===== src/hdl/aesctr_pkg.sv =====
// Shared types, constants and AES helper functions for the AES-256 CTR stream decryptor.
package aesctr_pkg;

   localparam logic [7:0] RCON_FIRST = 8'h01;
   localparam logic [7:0] GF_POLY = 8'h1b;
   localparam logic [31:0] CTR_FIRST = 32'd2;
   localparam logic [3:0] LAST_ROUND = 4'd14;
   localparam logic [5:0] FIRST_WORD = 6'd8;
   localparam logic [5:0] LAST_WORD = 6'd59;

   localparam logic [2:0] REG_KEY0 = 3'd0;
   localparam logic [2:0] REG_KEY1 = 3'd1;
   localparam logic [2:0] REG_KEY2 = 3'd2;
   localparam logic [2:0] REG_KEY3 = 3'd3;
   localparam logic [2:0] REG_NONCE_UPPER = 3'd4;
   localparam logic [2:0] REG_NONCE_LOWER = 3'd5;

   typedef logic [15:0][7:0] block_type;

   typedef enum logic [2:0] {
      ST_IDLE,
      ST_DECIDE,
      ST_EXPAND,
      ST_ENC_INIT,
      ST_ROUND,
      ST_OUT
   } state_type;

   typedef struct packed {
      logic accept;
      logic load_key;
      logic expand_step;
      logic enc_init;
      logic round_step;
      logic out_load;
   } cmd_type;

   typedef struct packed {
      logic key_missing;
      logic keys_expanded;
      logic need_block;
      logic expand_last;
      logic round_last;
      logic out_free;
   } status_type;

   localparam logic [7:0] SBOX [256] = '{
      8'h63,8'h7c,8'h77,8'h7b,8'hf2,8'h6b,8'h6f,8'hc5,8'h30,8'h01,8'h67,8'h2b,8'hfe,8'hd7,8'hab,8'h76,
      8'hca,8'h82,8'hc9,8'h7d,8'hfa,8'h59,8'h47,8'hf0,8'had,8'hd4,8'ha2,8'haf,8'h9c,8'ha4,8'h72,8'hc0,
      8'hb7,8'hfd,8'h93,8'h26,8'h36,8'h3f,8'hf7,8'hcc,8'h34,8'ha5,8'he5,8'hf1,8'h71,8'hd8,8'h31,8'h15,
      8'h04,8'hc7,8'h23,8'hc3,8'h18,8'h96,8'h05,8'h9a,8'h07,8'h12,8'h80,8'he2,8'heb,8'h27,8'hb2,8'h75,
      8'h09,8'h83,8'h2c,8'h1a,8'h1b,8'h6e,8'h5a,8'ha0,8'h52,8'h3b,8'hd6,8'hb3,8'h29,8'he3,8'h2f,8'h84,
      8'h53,8'hd1,8'h00,8'hed,8'h20,8'hfc,8'hb1,8'h5b,8'h6a,8'hcb,8'hbe,8'h39,8'h4a,8'h4c,8'h58,8'hcf,
      8'hd0,8'hef,8'haa,8'hfb,8'h43,8'h4d,8'h33,8'h85,8'h45,8'hf9,8'h02,8'h7f,8'h50,8'h3c,8'h9f,8'ha8,
      8'h51,8'ha3,8'h40,8'h8f,8'h92,8'h9d,8'h38,8'hf5,8'hbc,8'hb6,8'hda,8'h21,8'h10,8'hff,8'hf3,8'hd2,
      8'hcd,8'h0c,8'h13,8'hec,8'h5f,8'h97,8'h44,8'h17,8'hc4,8'ha7,8'h7e,8'h3d,8'h64,8'h5d,8'h19,8'h73,
      8'h60,8'h81,8'h4f,8'hdc,8'h22,8'h2a,8'h90,8'h88,8'h46,8'hee,8'hb8,8'h14,8'hde,8'h5e,8'h0b,8'hdb,
      8'he0,8'h32,8'h3a,8'h0a,8'h49,8'h06,8'h24,8'h5c,8'hc2,8'hd3,8'hac,8'h62,8'h91,8'h95,8'he4,8'h79,
      8'he7,8'hc8,8'h37,8'h6d,8'h8d,8'hd5,8'h4e,8'ha9,8'h6c,8'h56,8'hf4,8'hea,8'h65,8'h7a,8'hae,8'h08,
      8'hba,8'h78,8'h25,8'h2e,8'h1c,8'ha6,8'hb4,8'hc6,8'he8,8'hdd,8'h74,8'h1f,8'h4b,8'hbd,8'h8b,8'h8a,
      8'h70,8'h3e,8'hb5,8'h66,8'h48,8'h03,8'hf6,8'h0e,8'h61,8'h35,8'h57,8'hb9,8'h86,8'hc1,8'h1d,8'h9e,
      8'he1,8'hf8,8'h98,8'h11,8'h69,8'hd9,8'h8e,8'h94,8'h9b,8'h1e,8'h87,8'he9,8'hce,8'h55,8'h28,8'hdf,
      8'h8c,8'ha1,8'h89,8'h0d,8'hbf,8'he6,8'h42,8'h68,8'h41,8'h99,8'h2d,8'h0f,8'hb0,8'h54,8'hbb,8'h16
   };

   function automatic logic [7:0] xtime(input logic [7:0] x);
      return {x[6:0], 1'b0} ^ (x[7] ? GF_POLY : 8'h00);
   endfunction

   // One AES round on a block whose byte 0 sits at index 15.
   function automatic block_type aes_round(input block_type s, input logic last);
      block_type u;
      block_type m;
      logic [7:0] a0, a1, a2, a3, x;
      for (int c = 0; c < 4; c++) begin
         for (int k = 0; k < 4; k++) begin
            u[15 - (c * 4 + k)] = SBOX[s[15 - (((c + k) % 4) * 4 + k)]];
         end
      end
      m = u;
      for (int c = 0; c < 4; c++) begin
         a0 = u[15 - c * 4];
         a1 = u[14 - c * 4];
         a2 = u[13 - c * 4];
         a3 = u[12 - c * 4];
         x = a0 ^ a1 ^ a2 ^ a3;
         m[15 - c * 4] = a0 ^ x ^ xtime(a0 ^ a1);
         m[14 - c * 4] = a1 ^ x ^ xtime(a1 ^ a2);
         m[13 - c * 4] = a2 ^ x ^ xtime(a2 ^ a3);
         m[12 - c * 4] = a3 ^ x ^ xtime(a3 ^ a0);
      end
      return last ? u : m;
   endfunction

endpackage


===== src/hdl/aesctr_ctrl.sv =====
// Sequencing state machine for the AES-256 CTR stream decryptor.
module aesctr_ctrl (
   input  logic                   clock,
   input  logic                   reset,
   input  logic                   req_valid,
   output logic                   req_ready,
   input  aesctr_pkg::status_type status,
   output aesctr_pkg::cmd_type    cmd,
   output aesctr_pkg::state_type  state
);

   aesctr_pkg::state_type state_ff, state_in;

   always_ff @(posedge clock) begin
      if (reset) begin
         state_ff <= aesctr_pkg::ST_IDLE;
      end else begin
         state_ff <= state_in;
      end
   end

   always_comb begin
      state_in = state_ff;
      cmd = '0;
      req_ready = 1'b0;
      unique case (state_ff)
         aesctr_pkg::ST_IDLE: begin
            req_ready = 1'b1;
            if (req_valid) begin
               cmd.accept = 1'b1;
               state_in = aesctr_pkg::ST_DECIDE;
            end
         end
         aesctr_pkg::ST_DECIDE: begin
            priority if (status.key_missing) begin
               state_in = aesctr_pkg::ST_OUT;
            end else if (!status.keys_expanded) begin
               cmd.load_key = 1'b1;
               state_in = aesctr_pkg::ST_EXPAND;
            end else if (status.need_block) begin
               state_in = aesctr_pkg::ST_ENC_INIT;
            end else begin
               state_in = aesctr_pkg::ST_OUT;
            end
         end
         aesctr_pkg::ST_EXPAND: begin
            cmd.expand_step = 1'b1;
            if (status.expand_last) begin
               state_in = aesctr_pkg::ST_DECIDE;
            end
         end
         aesctr_pkg::ST_ENC_INIT: begin
            cmd.enc_init = 1'b1;
            state_in = aesctr_pkg::ST_ROUND;
         end
         aesctr_pkg::ST_ROUND: begin
            cmd.round_step = 1'b1;
            if (status.round_last) begin
               state_in = aesctr_pkg::ST_OUT;
            end
         end
         aesctr_pkg::ST_OUT: begin
            if (status.out_free) begin
               cmd.out_load = 1'b1;
               state_in = aesctr_pkg::ST_IDLE;
            end
         end
         default: state_in = aesctr_pkg::ST_IDLE;
      endcase
   end

   assign state = state_ff;

endmodule


===== config.mk =====
export PLATFORM = sky130hd
export DESIGN_NAME = aesctr_ctrl
export DESIGN_NICKNAME = d
export VERILOG_FILES = /design/src/hdl/aesctr_pkg.sv /design/src/hdl/aesctr_ctrl.sv
export SDC_FILE = /design/constraint.sdc
export NUM_CORES = 1
export LEC_CHECK = 0
export BUFFER_PORTS_ARGS = -buffer_cell sky130_fd_sc_hd__buf_2
export CAP_MARGIN = 10
export CORE_AREA = 2 2 39 41
export DETAILED_ROUTE_END_ITERATION = 8
export DIE_AREA = 0 0 41 43
export GPL_TIMING_DRIVEN = 0
export PLACE_DENSITY = 0.46
export SKIP_CTS_REPAIR_TIMING = 1
export SYNTH_ARGS = -nofsm -noshare
export SYNTH_HDL_FRONTEND = slang
export SYNTH_SLANG_ARGS = --single-unit

===== constraint.sdc =====
create_clock -name clock -period 1.7 [get_ports clock]
set_input_delay 0.34 -clock clock [delete_from_list [all_inputs] [get_ports clock]]
set_output_delay 0.34 -clock clock [all_outputs]
set_load 0.02 [all_outputs]

======== Yosys cells after proc, flatten, opt, wreduce, memory -nomap -nowiden ========
Cells that the tools add are included.
word-level totals
  register bits ........................... 3
  output and inout port bits .............. 10
  word-level logic and storage cells ...... 31
cells by class
  eq/ne operators ......................... 9
  multiplexer cells ....................... 19
  reductions and logical operators ........ 2
operator list
  operator              count
  $mux W3               7
  $pmux W3 S6           1
  $mux W1               11
  $ne A2 B2 Y1 const B  4
  $eq A3 B2 Y1 const B  2
  $eq A3 B3 Y1 const B  2
  $reduce_and A4 Y1     1
  $eq A3 B1 Y1 const B  1
  $logic_not A3 Y1      1

======== Longest topological paths before layout ========
  depth after elaboration ................. 4
  gate-level depth with buffers ........... 5
  gate-level depth less buffers ........... 4

======== Worst setup path before layout ========
Ideal clock, no wire load.
  kind .................................... register to output
  start ................................... reg state_ff[0] (netlist: state[0])
  end ..................................... out cmd[5] (netlist name)
  data arrival time ....................... 1.458 ns
  path slack .............................. -0.098 ns
  stages on the path, launching flop included .. 4
  cells stage by stage .................... dfxtp_1 -> buf_2 -> nor3_1 -> and2_1
RTL lines
  item                    RTL line           RTL
  from (decl)             aesctr_ctrl.sv:12  aesctr_pkg::state_type state_ff, state_in;
  from (signal assigned)  aesctr_ctrl.sv:16  state_ff <= aesctr_pkg::ST_IDLE;
  from (signal assigned)  aesctr_ctrl.sv:18  state_ff <= state_in;
  to (decl)               aesctr_ctrl.sv:8   output aesctr_pkg::cmd_type cmd,

==> flow_metrics.py <==
metrics = {
    "outcome": {
        "status": "finished, final reports clean",
    },
    "clock_tree": {
        "clockRootBuffer": "clkbuf_4",
        "cts_tree": "yes",
        "clkTransAtPathRegs_ns": 0.04,
        "clkLatencyLatePin_ns": 0.24,
        "cts_htree_levels": 1,
        "cts_sinks": 3,
        "numCtsBuffers": 3,
        "cts_buffer_depth": 2,
    },
    "sta": {
        "period_minus_slack_ns": 1.56,
        "final_hold_viol_count": 0,
        "worstMarginPinSlew_ns": 0.273,
        "fin_crit_sh_pct": 91.7,
        "tns_ns": 0,
        "max_freq_ghz": 0.641,
        "maxSlewHeadroom_pct": 81.5,
        "drv_slew": 0,
        "rsz0062_at_grt": "no",
        "setup_viol": 0,
        "hold-worst-slack_ns": 0.290,
        "skew_ns": 0.00177,
    },
    "synth": {
        "ys.warnings.count": 0,
        "synthDistinctLibCells": 23,
        "synth-seq-cells": 3,
        "yosysSeqAreaShare_pct": 21.1,
        "synth.avg_cell_area_um2": 8.15,
        "syn-num-nets": 44,
        "syn_area_um2": 285,
        "netlist_instances": 35,
    },
    "worst_setup_path": {
        "timing.critical_path.from": "state[2]",
        "crit_slowest_cell": "dfxtp_1",
        "crit_chain": "buf_4 -> nand2b_1 -> nor4_2 -> buf_4",
        "arrival_ns": 1.22,
        "required_ns": 1.36,
        "end_kind": "output port",
        "worstSetupPathType": "reg -> out",
        "cp_common_cell": "buf_4",
        "r2r_start": "state[2]",
        "cp.buffers_inverters": 2,
        "start_kind": "register",
        "cp_top_family": "buffers and inverters",
        "crit_fanout": 10,
        "slowest_delay_ns": 0.32,
    },
    "floorplanning": {
        "dieArea_um2": 1760,
        "fp.coreArea_um2": 1380,
        "pin_count": 19,
        "die_h_um": 43,
        "core.rowCount": 14,
        "initial_core_util_pct": 20.6,
        "die_x_um": 41,
    },
    "global_routing": {
        "first_global_vias": 307,
        "grt_use_total_pct": 10.2,
        "grt_max_degree": 11,
        "antenna_found_initial": 0,
        "grt-ovfl-total": 0,
        "grt_pass1_wl_um": 1190,
    },
    "route": {
        "viasPerCell": 4.55,
        "drt-pass1-iter-count": 4,
        "wl_per_cell_um": 10.9,
        "route.detailed.drc": 0,
        "drt-met1-wl_um": 353,
        "routed.top_layer": "met3",
        "routed_wl_um": 795,
        "drtIter0Drc": 10,
        "drtAntennaViolNets": 0,
        "vias": 332,
        "dr_wl_met3_um": 49,
        "dr_wl_met2_um": 391,
    },
    "worst_hold_path": {
        "hp-start": "reset",
        "min_path_type": "in -> reg",
    },
    "layout": {
        "largest_reg_flops": 3,
        "area_growth_syn_to_layout_pct": 53.9,
        "layout-drive-gt1-share_pct": 54.4,
        "diodes": 0,
        "utilization_pct": 31.7,
        "fin_nets": 67,
    },
    "power_and_ir_drop": {
        "pwr-share-clk_pct": 19.2,
        "p_leak_nw": 0.212,
        "p_sw_w": 0.000311,
        "seq_power_share_pct": 17.6,
        "ir_drop_v": 0.000420,
        "power_density_nw_per_um2": 1530,
        "switching_share_pct": 46.4,
        "intPower_w": 0.000359,
        "combPwrFrac_pct": 63.2,
    },
    "placement": {
        "hpwl_um": 608,
        "io_buffers": 18,
        "gp_congestion": 0.693,
    },
    "run": {
        "max_cap_viol_count": 0,
    },
}
path summary, 6_finish.rpt:
kind	endpoint	slack (ns)	cells past startpoint
max	cmd[4]	0.14	4
min	state[1]	0.29	2
max reg2reg	state[2]	0.46	5
min reg2reg	state[0]	0.71	3
worst register-to-register path, stage by stage, from the launching register on:
cell      delay, ns
dfxtp_1        0.35
buf_4          0.19
nor3b_1        0.07
o21bai_1       0.21
a21oi_1        0.09
a311oi_1       0.24
area by class of cell:
type / instances / area (um2)
inverters: 1 / 3.75
clock buffers: 4 / 26.3
plain buffers: 3 / 22.5
fillers: 149 / 945
flip-flops and latches: 3 / 61.3
multi-input cells: 28 / 213
well taps: 16 / 20.0
repair buffers: 18 / 92.6
synthesized netlist by cell type:
library cell	n	share of area [%]
inv_2	1	1.3
nor3b_1	3	7.9
and3_1	1	2.2
nor4bb_2	1	5.7
o31ai_1	1	2.6
nor4_1	2	4.4
o311a_1	1	3.5
nor4_2	1	4.4
and4b_1	1	3.5
a31oi_1	2	4.4
nor2b_1	1	2.2
dfxtp_1	3	21
and2_1	1	2.2
buf_4	2	5.3
a311oi_1	1	3.1
nand2b_1	1	2.2
nor2_1	6	7.9
a21oi_1	1	1.8
buf_2	1	1.8
o21bai_1	1	2.6
nor3_1	1	1.8
nor3_4	1	5.7
a21o_1	1	2.6
metrics by stage:
stage                     std cells  worst slack [ns]  area (um2)  power (W)
after global placement           69             0.280         407   0.000541
after global routing             73           0.00561         439   0.000724
after floorplan                  35            0.0545         297   0.000429
after detailed placement         69             0.298         407   0.000539
after CTS                        73            0.0420         433   0.000676
final                            73             0.141         439   0.000671
cells in the final DEF, fill, tap and decap left out:
cell type	count
a21o_1	1
a21oi_1	1
a311oi_1	1
a31oi_1	2
and2_1	1
and3_1	1
and4b_1	1
buf_2	17
buf_4	4
clkbuf_1	1
clkbuf_4	3
dfxtp_1	2
dfxtp_2	1
inv_2	1
nand2b_1	1
nor2_1	6
nor2b_1	1
nor3_2	1
nor3_4	1
nor3b_1	3
nor4_1	1
nor4_2	2
nor4bb_2	1
o21bai_1	1
o311a_1	1
o31ai_1	1
cells by family after synthesis:
| group | after synthesis | synth area share [%] |
|---|---|---|
| AO/OA/AOI/OAI | 8 | 20.6 |
| buffers and inverters | 4 | 8.33 |
| flip-flops | 3 | 21.1 |
| AND/OR/NAND/NOR | 20 | 50.0 |
power by group through the flow:
| stage | sequential (W) | combinational [W] | clock, W |
|---|---|---|---|
| after global placement | 0.000120 | 0.000422 | 0 |
| final | 0.000118 | 0.000424 | 0.000129 |
| after global routing | 0.000122 | 0.000464 | 0.000138 |
| after floorplan | 0.000141 | 0.000289 | 0 |
| after detailed placement | 0.000118 | 0.000421 | 0 |
| after CTS | 0.000118 | 0.000423 | 0.000135 |
metal layers:
layer,vias to the layer above,global-route usage (%)
met5,-,0
met4,0,8.00
met3,0,3.14
met1,145,12.1
li1,175,-
met2,12,14.4
No activity file was read; power rests on OpenSTA's default activity.
